## config.mk

```make
export PLATFORM = sky130hd
export DESIGN_NAME = uart_frame_deframer_crc8
export DESIGN_NICKNAME = d
export VERILOG_FILES = /design/src/design/ufd_pkg.sv /design/src/design/ufd_ctrl.sv /design/src/design/ufd_dp.sv /design/src/design/uart_frame_deframer_crc8.sv
export SDC_FILE = /design/constraint.sdc
export NUM_CORES = 1
export LEC_CHECK = 0
export ABC_AREA = 1
export BUFFER_PORTS_ARGS = -buffer_cell sky130_fd_sc_hd__buf_2
export CORE_MARGIN = 3
export CORE_UTILIZATION = 45
export DETAILED_ROUTE_END_ITERATION = 12
export PLACE_DENSITY = 0.73
export SYNTH_ARGS = -nofsm -noshare
export SYNTH_HDL_FRONTEND = slang
export SYNTH_HIERARCHICAL = 1
export SYNTH_SLANG_ARGS = --single-unit
```

## constraint.sdc

```tcl
create_clock -name clk -period 3.8 [get_ports clk]
set_input_delay 0.19 -clock clk [delete_from_list [all_inputs] [get_ports clk]]
set_output_delay 0.19 -clock clk [all_outputs]
set_load 0.03 [all_outputs]
```

## src/design/ufd_pkg.sv

```systemverilog
// ----------------------------------------------------------------------------
// ufd_pkg
// Shared types, constants and the crc-8 byte update for the frame deframer.
// ----------------------------------------------------------------------------
package ufd_pkg;

	localparam int MAX_PAYLOAD = 64;
	localparam int LEN_W       = 7;
	localparam int IDX_W       = 6;
	localparam int IDLE_W      = 17;

	localparam logic [7:0]        CRC_POLY   = 8'hD5;
	localparam logic [IDLE_W-1:0] IDLE_MAX   = {IDLE_W{1'b1}};
	localparam logic [LEN_W-1:0]  MAX_LEN    = LEN_W'(MAX_PAYLOAD);

	localparam logic [7:0]       SYNC_RESET  = 8'hA5;
	localparam logic [LEN_W-1:0] LIMIT_RESET = 7'd60;
	localparam logic [15:0]      TICKS_RESET = 16'd100;

	localparam int CFG_IDX_W = 2;
	localparam logic [CFG_IDX_W-1:0] CFG_SYNC    = 2'd0;
	localparam logic [CFG_IDX_W-1:0] CFG_LIMIT   = 2'd1;
	localparam logic [CFG_IDX_W-1:0] CFG_TIMEOUT = 2'd2;

	localparam logic CMD_BYTE = 1'b0;
	localparam logic CMD_TICK = 1'b1;

	typedef enum logic [2:0] {
		PH_HUNT,
		PH_LENGTH,
		PH_TYPE,
		PH_PAYLOAD,
		PH_CHECK,
		PH_READ,
		PH_LOAD
	} phase_t;

	typedef struct packed {
		logic crc_clear;
		logic crc_update;
		logic len_load;
		logic type_load;
		logic wp_clear;
		logic wp_write;
		logic idle_clear;
		logic idle_inc;
		logic k_clear;
		logic k_inc;
		logic mem_read;
		logic out_load;
	} cmd_t;

	typedef struct packed {
		logic sync_match;
		logic len_ok;
		logic len_zero;
		logic wp_last;
		logic crc_match;
		logic timeout;
		logic emit_last;
		logic out_free;
	} sts_t;

	function automatic logic [7:0] crc8_byte(input logic [7:0] crc, input logic [7:0] data);
		logic [7:0] c;
		c = crc ^ data;
		for (int i = 0; i < 8; i++) begin
			if (c[7]) begin
				c = {c[6:0], 1'b0} ^ CRC_POLY;
			end else begin
				c = {c[6:0], 1'b0};
			end
		end
		return c;
	endfunction

endpackage

```

## src/design/ufd_ctrl.sv

```systemverilog
// ----------------------------------------------------------------------------
// ufd_ctrl
// Frame parse and payload emission state machine.
// ----------------------------------------------------------------------------
module ufd_ctrl (
	input  logic          clk,
	input  logic          arst_n,
	input  logic          in_valid,
	input  logic          command,
	output logic          in_ready,
	input  ufd_pkg::sts_t sts,
	output ufd_pkg::cmd_t cmd
);
	import ufd_pkg::*;

	phase_t state_q;
	phase_t state_d;
	logic   acc;

	always_ff @(posedge clk or negedge arst_n) begin
		if (!arst_n) begin
			state_q <= PH_HUNT;
		end else begin
			state_q <= state_d;
		end
	end

	assign in_ready = (state_q != PH_READ) && (state_q != PH_LOAD);
	assign acc      = in_valid && in_ready;

	always_comb begin
		state_d = state_q;
		cmd     = '0;
		if (acc && command == CMD_TICK) begin
			if (state_q != PH_HUNT) begin
				cmd.idle_inc = 1'b1;
				if (sts.timeout) begin
					cmd.idle_clear = 1'b1;
					state_d        = PH_HUNT;
				end
			end
		end else begin
			unique case (state_q)
				PH_HUNT: begin
					if (acc) begin
						cmd.idle_clear = 1'b1;
						if (sts.sync_match) begin
							cmd.crc_clear = 1'b1;
							state_d       = PH_LENGTH;
						end
					end
				end
				PH_LENGTH: begin
					if (acc) begin
						cmd.idle_clear = 1'b1;
						if (sts.len_ok) begin
							cmd.len_load   = 1'b1;
							cmd.crc_update = 1'b1;
							state_d        = PH_TYPE;
						end else begin
							state_d = PH_HUNT;
						end
					end
				end
				PH_TYPE: begin
					if (acc) begin
						cmd.idle_clear = 1'b1;
						cmd.type_load  = 1'b1;
						cmd.wp_clear   = 1'b1;
						cmd.crc_update = 1'b1;
						state_d        = sts.len_zero ? PH_CHECK : PH_PAYLOAD;
					end
				end
				PH_PAYLOAD: begin
					if (acc) begin
						cmd.idle_clear = 1'b1;
						cmd.wp_write   = 1'b1;
						cmd.crc_update = 1'b1;
						if (sts.wp_last) begin
							state_d = PH_CHECK;
						end
					end
				end
				PH_CHECK: begin
					if (acc) begin
						cmd.idle_clear = 1'b1;
						cmd.k_clear    = 1'b1;
						state_d        = sts.crc_match ? PH_READ : PH_HUNT;
					end
				end
				PH_READ: begin
					cmd.mem_read = 1'b1;
					state_d      = PH_LOAD;
				end
				PH_LOAD: begin
					if (sts.out_free) begin
						cmd.out_load = 1'b1;
						cmd.k_inc    = 1'b1;
						state_d      = sts.emit_last ? PH_HUNT : PH_READ;
					end
				end
				default: begin
					state_d = PH_HUNT;
				end
			endcase
		end
	end

	a_good_crc_emits: assert property (@(posedge clk) disable iff (!arst_n)
		(state_q == PH_CHECK && acc && command == CMD_BYTE && sts.crc_match)
			|=> state_q == PH_READ)
		else $error("good frame did not start emission");

	a_read_then_load: assert property (@(posedge clk) disable iff (!arst_n)
		state_q == PH_READ |=> state_q == PH_LOAD)
		else $error("payload read not followed by load");

	a_last_returns: assert property (@(posedge clk) disable iff (!arst_n)
		(state_q == PH_LOAD && sts.out_free && sts.emit_last) |=> state_q == PH_HUNT)
		else $error("last result did not return to hunting");

endmodule

```

## src/design/ufd_dp.sv

```systemverilog
// ----------------------------------------------------------------------------
// ufd_dp
// Config registers, crc, counters, payload memory and output register.
// ----------------------------------------------------------------------------
module ufd_dp (
	input  logic                            clk,
	input  logic                            arst_n,
	input  logic                            cfg_we,
	input  logic [ufd_pkg::CFG_IDX_W-1:0]   cfg_index,
	input  logic [15:0]                     cfg_data,
	input  logic [7:0]                      rx_byte,
	input  ufd_pkg::cmd_t                   cmd,
	output ufd_pkg::sts_t                   sts,
	input  logic                            out_ready,
	output logic                            out_valid,
	output logic [7:0]                      msg_type,
	output logic [ufd_pkg::LEN_W-1:0]       frame_len,
	output logic [7:0]                      payload_byte,
	output logic [ufd_pkg::IDX_W-1:0]       byte_index,
	output logic                            last
);
	import ufd_pkg::*;

	logic [7:0]        sync_q;
	logic [LEN_W-1:0]  limit_q;
	logic [15:0]       ticks_q;
	logic [7:0]        crc_q;
	logic [LEN_W-1:0]  len_q;
	logic [7:0]        type_q;
	logic [IDX_W-1:0]  wp_q;
	logic [IDX_W-1:0]  k_q;
	logic [IDLE_W-1:0] idle_q;
	logic [IDLE_W-1:0] idle_next;
	logic [7:0]        rd_q;
	logic              ovalid_q;
	logic [7:0]        mem [MAX_PAYLOAD];
	logic [LEN_W-1:0]  limit_eff;
	logic              emit_last;

	always_ff @(posedge clk or negedge arst_n) begin
		if (!arst_n) begin
			sync_q  <= SYNC_RESET;
			limit_q <= LIMIT_RESET;
			ticks_q <= TICKS_RESET;
		end else if (cfg_we) begin
			if (cfg_index == CFG_SYNC) begin
				sync_q <= cfg_data[7:0];
			end
			if (cfg_index == CFG_LIMIT) begin
				limit_q <= cfg_data[LEN_W-1:0];
			end
			if (cfg_index == CFG_TIMEOUT) begin
				ticks_q <= cfg_data;
			end
		end
	end

	assign idle_next = (idle_q == IDLE_MAX) ? idle_q : idle_q + IDLE_W'(1);
	assign limit_eff = (limit_q < MAX_LEN) ? limit_q : MAX_LEN;
	assign emit_last = (len_q == '0) || ({1'b0, k_q} + LEN_W'(1) == len_q);

	always_ff @(posedge clk or negedge arst_n) begin
		if (!arst_n) begin
			crc_q  <= '0;
			len_q  <= '0;
			type_q <= '0;
			wp_q   <= '0;
			k_q    <= '0;
			idle_q <= '0;
		end else begin
			if (cmd.crc_clear) begin
				crc_q <= '0;
			end else if (cmd.crc_update) begin
				crc_q <= crc8_byte(crc_q, rx_byte);
			end
			if (cmd.len_load) begin
				len_q <= rx_byte[LEN_W-1:0];
			end
			if (cmd.type_load) begin
				type_q <= rx_byte;
			end
			if (cmd.wp_clear) begin
				wp_q <= '0;
			end else if (cmd.wp_write) begin
				wp_q <= wp_q + IDX_W'(1);
			end
			if (cmd.k_clear) begin
				k_q <= '0;
			end else if (cmd.k_inc) begin
				k_q <= k_q + IDX_W'(1);
			end
			if (cmd.idle_clear) begin
				idle_q <= '0;
			end else if (cmd.idle_inc) begin
				idle_q <= idle_next;
			end
		end
	end

	always_ff @(posedge clk) begin
		if (cmd.wp_write) begin
			mem[wp_q] <= rx_byte;
		end
		if (cmd.mem_read) begin
			rd_q <= mem[k_q];
		end
	end

	always_ff @(posedge clk or negedge arst_n) begin
		if (!arst_n) begin
			ovalid_q <= 1'b0;
		end else if (cmd.out_load) begin
			ovalid_q <= 1'b1;
		end else if (out_ready) begin
			ovalid_q <= 1'b0;
		end
	end

	always_ff @(posedge clk) begin
		if (cmd.out_load) begin
			msg_type     <= type_q;
			frame_len    <= len_q;
			payload_byte <= (len_q == '0) ? 8'd0 : rd_q;
			byte_index   <= k_q;
			last         <= emit_last;
		end
	end

	assign out_valid = ovalid_q;

	always_comb begin
		sts            = '0;
		sts.sync_match = (rx_byte == sync_q);
		sts.len_ok     = ({1'b0, rx_byte} <= {2'b00, limit_eff});
		sts.len_zero   = (len_q == '0);
		sts.wp_last    = ({1'b0, wp_q} + LEN_W'(1) >= len_q);
		sts.crc_match  = (rx_byte == crc_q);
		sts.timeout    = (idle_next > {1'b0, ticks_q});
		sts.emit_last  = emit_last;
		sts.out_free   = !ovalid_q || out_ready;
	end

endmodule

```

## src/design/uart_frame_deframer_crc8.sv

```systemverilog
// ----------------------------------------------------------------------------
// uart_frame_deframer_crc8
// Sync/length/type/payload/crc-8 frame parser fed by uart bytes and ms ticks.
// ----------------------------------------------------------------------------
// each input request (a byte or a tick) is taken as it comes while a frame is
// being parsed; the crc-8 (poly 0xd5, init 0) is updated on every length, type
// and payload byte. the crc byte of a good frame starts emission, during which
// s_tready is low: each payload result is a payload memory read followed by an
// output register load, and the load waits while the output register is full
// and the sink holds m_tready low, so input stays blocked until the last result
// is loaded. a zero-length frame gives one result with payload 0. a bad crc
// gives nothing. there is no clearing pass after reset.
module uart_frame_deframer_crc8 (
	input  logic                          clk,
	input  logic                          arst_n,
	input  logic                          s_tvalid,
	output logic                          s_tready,
	input  logic [7:0]                    s_tdata,   // rx_byte
	input  logic                          s_tuser,   // command
	output logic                          m_tvalid,
	input  logic                          m_tready,
	// msg_type[7:0], frame_len[14:8], payload_byte[22:15], byte_index[28:23], zeros
	output logic [31:0]                   m_tdata,
	output logic                          m_tlast,
	input  logic                          cfg_valid,
	output logic                          cfg_ready,
	input  logic [ufd_pkg::CFG_IDX_W-1:0] cfg_index,
	input  logic [15:0]                   cfg_data
);
	import ufd_pkg::*;

	cmd_t             cmd;
	sts_t             sts;
	logic [7:0]       msg_type;
	logic [LEN_W-1:0] frame_len;
	logic [7:0]       payload_byte;
	logic [IDX_W-1:0] byte_index;

	assign cfg_ready = 1'b1;

	ufd_ctrl u_ctrl (
		.clk      (clk),
		.arst_n   (arst_n),
		.in_valid (s_tvalid),
		.command  (s_tuser),
		.in_ready (s_tready),
		.sts      (sts),
		.cmd      (cmd)
	);

	ufd_dp u_dp (
		.clk          (clk),
		.arst_n       (arst_n),
		.cfg_we       (cfg_valid && cfg_ready),
		.cfg_index    (cfg_index),
		.cfg_data     (cfg_data),
		.rx_byte      (s_tdata),
		.cmd          (cmd),
		.sts          (sts),
		.out_ready    (m_tready),
		.out_valid    (m_tvalid),
		.msg_type     (msg_type),
		.frame_len    (frame_len),
		.payload_byte (payload_byte),
		.byte_index   (byte_index),
		.last         (m_tlast)
	);

	assign m_tdata = {3'b000, byte_index, payload_byte, frame_len, msg_type};

endmodule
```

==> metrics.md <==
| Metric | Value |
|---|---|
| Area Overhead vs Synth | 14.07% |
| CTS tree | yes |
| Finish-stage setup viols | 0 |
| Cell area after synthesis | between 0.02 and 0.03 mm2 |
| Layout cells sized above 1 | about an eighth |
| Die height | 252.8 um |
| Hold_sp | s_tuser |
| Pre-CTS setup slack | -0.04074 ns |
| Top_reg_cell synth | edfxtp_1 |
| VDD IR max | around 0.4 mV |
| Placed insts | roughly 3200 |
| DRC viols | 0 |
| Crit-path max FO | 6 |
| Rel. slew slack | 28.42% |
| Root buffer selected by CTS | clkbuf_16 |
| Netlist cell types | 50 |
| Nets | roughly 2600 |
| Total power | 19.28 mW |
| Post-synth ARST share | 13.66% |
| Initial DRC Count | slightly above 2000 |
| Routed wire length per instance | slightly above 20 um |
| Largest net degree at the start of global routing | 130 |
| CP Data Required Time | ~4.3 ns |
| Crit-path most repeated cell | nor2_2 |
| CP endpoint kind | flip-flop |
| CTS sink cnt | ~640 |
| Avg Synthesized Cell Area | approximately 11 um2 |
| Slew @ Worst Pin | around 1.1 ns |
| Outcome | complete, no violations |
| Io pins | 68 |
| Worst Path Arrival | just over 4 ns |
| Clock Skew | approximately 0.044 ns |
| Flop2flop setup slack | between 0.2 and 0.25 ns |
| Max Clk Rate | around 280 MHz |
| Max-Cap Viols | 0 |
| Tmin final | around 3.6 ns |
| Diode count | 0 |
| Synthesized instance count | 2423 |
| Hold crit path type | in2reg |
| CP Launch Type | flip-flop |
| Initial Util | between 40 and 50% |
| Number of CTS-inserted buffers | 61 |
| Rows | between 80 and 90 |
| Number of enable flip-flop cells after synthesis | between 500 and 600 |
| Clk slew on worst S/H paths | ~0.06 ns |
| Synth warn | 6 |
| Vias in the first global route | 19260 |
| Top delay family on crit path | simple AND/OR/NAND/NOR gates |
| Post-DR vias/cell | approximately 5.7 |
| Die area | roughly 0.064 mm2 |
| Routed via count | 19270 |
| Crit path kind | reg2reg |
| CP cell instances | inv_2 -> nor3_2 -> nand2_1 -> nor2_2 -> nand3b_1 -> nor2_2 -> nor2_1 -> xor2_1 -> ha_1 -> nand4_1 -> or4_1 -> nor2_1 -> nor2_2 -> nand2_1 -> o21ai_2 -> nor2_2 -> buf_6 -> clkinvlp_4 -> o21ai_1 |
| R2R cell count | 19 |
| Routability congestion estimate | 0.9119 |
| Worst skew pair latency | roughly 0.65 ns |
| Critical Path Slowest Stage Cell | or4_1 |
| Slew Limit Fails | 0 |
| Flops & latches, synth | between 600 and 700 |
| PortBufs | between 60 and 70 |
| Global route total overflow | 0 |
| Crit-path max cell delay | around 0.52 ns |
| Fin worst setup slack | approximately 0.21 ns |
| Dpl hpwl | between 40000 and 50000 um |
| FF-to-FF End | u_dp/idle_q[14] |
| Pleak | 11.58 nW |
| First-pass iteration count of the detailed router | 5 |
| # H-tree levels | 2 |
| Cell Count, Final, Fillers Out | 3369 |
| PwrDens | 616.5 mW/mm2 |
| Routed Antenna Nets | 0 |
| Register area share after synthesis | between 60% and 70% |
| Period utilisation layout | between 90% and 100% |
| Drt total wl | slightly below 70000 um |
| First-pass GRT wire length | ~110000 um |
| Initial antenna violation count | 5 |
| Fin util | a little over half |
| R2r startpoint | u_dp/idle_q[3] |
| Final hold viol count | 0 |
| CP bufs+invs | 3 |
| Hold Path Stages | 5 |
| Clock tree buffer depth | 3 |
| GRT Util Overall | a little over a fifth |
| Hold path endpoint | u_ctrl/state_q[1] |
| Die width | roughly 250 um |
| Core Box Area | 0.05969 mm2 |
-- layout make-up --
type,instances,area [um2]
clock buffer,80,1639
fill,4983,28410
tap,773,967.2
inverter,128,494.2
clock inverter,30,421.7
timing repair inverter,1,7.507
timing repair buffer,193,1408
multi-input combinational,1527,7624
sequential,637,18720
-- registers in the layout (all words and copies together) (netlist names), 8 cells and up --
name               cells
u_dp/mem             512
u_dp/sync_q            8
u_dp/msg_type          8
u_dp/crc_q             8
u_dp/rd_q              8
u_dp/type_q            8
u_dp/payload_byte      8
u_dp/ticks_q          16
u_dp/idle_q           17
-- worst max path at each step --
stage                               from               to  slack [ns]  cells past startpoint
final                     u_dp/idle_q[3]  u_dp/idle_q[14]        0.21                     19
after global routing      u_dp/idle_q[1]   u_dp/idle_q[4]       -0.04                     25
after CTS                 u_dp/idle_q[2]  u_dp/idle_q[14]        0.05                     19
after detailed placement  u_dp/idle_q[1]  u_dp/idle_q[14]       -0.04                     18
after global placement    u_dp/idle_q[1]  u_dp/idle_q[15]        0.14                     18
after floorplan           u_dp/idle_q[0]  u_dp/idle_q[11]        0.28                     21
-- cells in the final DEF (no fill, tap or decap), drive strengths merged, types with 24 or more instances in the layout --
master / count
o22ai: 138
o21ai: 381
buf: 174
a21oi: 54
nand3: 74
nand2: 317
inv: 124
nor2: 427
ha: 34
clkbuf: 80
dfrtp: 76
xor2: 24
edfxtp: 550
-- cell families (layout without fill, tap and decap cells) --
group	Yosys count	after routing	synth area share (%)
compound gates	585	585	11.49
other cells	2	4	0.02739
buf+inv	261	432	4.180
fa+ha+maj	34	34	1.552
mux	4	4	0.1643
simple gates	860	860	13.06
xor+xnor	40	40	1.305
flops	637	637	68.23
-- per-layer routing --
layer  track usage (%)  share of wire [%]  vias up
met5                 0                  0        -
met4             7.876                3.5        0
met3             4.170                8.8      175
met2             36.39                 49      926
met1             27.62                 39     9352
li1                  -                  -     8818
-- worst min-delay path: cells and delay by family --
kind	cells	cell delay (ns)
buffers and inverters	1	0.15
AND/OR/NAND/NOR	4	0.28
-- timing repair --
item | 4_1_cts | 5_1_grt
setup buffers | 0 | 6
endpoints found under the setup margin | 11 | 17
endpoints found under the hold margin | 85 | 0
gates cloned | 0 | 1
pin swaps | 0 | 3
hold buffers | 19 | 0
resized for setup | 1 | 20
-- power breakdown --
group	leakage, nW	internal, mW	switching [mW]	total [mW]
registers	6.00	7.96	0.360	8.32
clock network	0.998	3.64	2.57	6.22
logic	4.58	1.43	3.32	4.75
total	11.6	13.0	6.25	19.3
-- through the flow --
| step | hold WS, ns | cell area, um2 | TNS (ns) |
|---|---|---|---|
| 3_5_place_dp | 0.2869 | 28930 | -0.04074 |
| 6_report | 0.03529 | 31280 | 0 |
| 4_1_cts | 0.01039 | 31180 | 0 |
| 2_1_floorplan | -0.1056 | 27430 | 0 |
| 5_1_grt | 0.04075 | 31280 | -0.1634 |
| 3_3_place_gp | 0.2892 | 28930 | 0 |
-- cells in the mapped netlist (all sizes together) (2+ instances only) --
library cell | n | share of area (%)
edfxtp | 550 | 60
nor2 | 427 | 5.9
o21ai | 381 | 7.0
nand2 | 317 | 4.5
o22ai | 138 | 3.1
inv | 125 | 1.7
dfrtp | 76 | 6.9
nand3 | 74 | 1.6
buf | 69 | 1.5
clkbuf | 64 | 0.88
a21oi | 54 | 1.0
ha | 34 | 1.6
xor2 | 24 | 0.79
nand4 | 18 | 0.41
xnor2 | 16 | 0.51
dfstp | 11 | 1.1
nor3 | 9 | 0.18
nor4 | 8 | 0.21
mux2 | 4 | 0.16
nand3b | 4 | 0.11
clkinv | 3 | 0.041
a211oi | 2 | 0.055
a22o | 2 | 0.064
conb | 2 | 0.027
o211ai | 2 | 0.055
o31ai | 2 | 0.055
or2 | 2 | 0.046
Power figures use the tool's default switching activity.
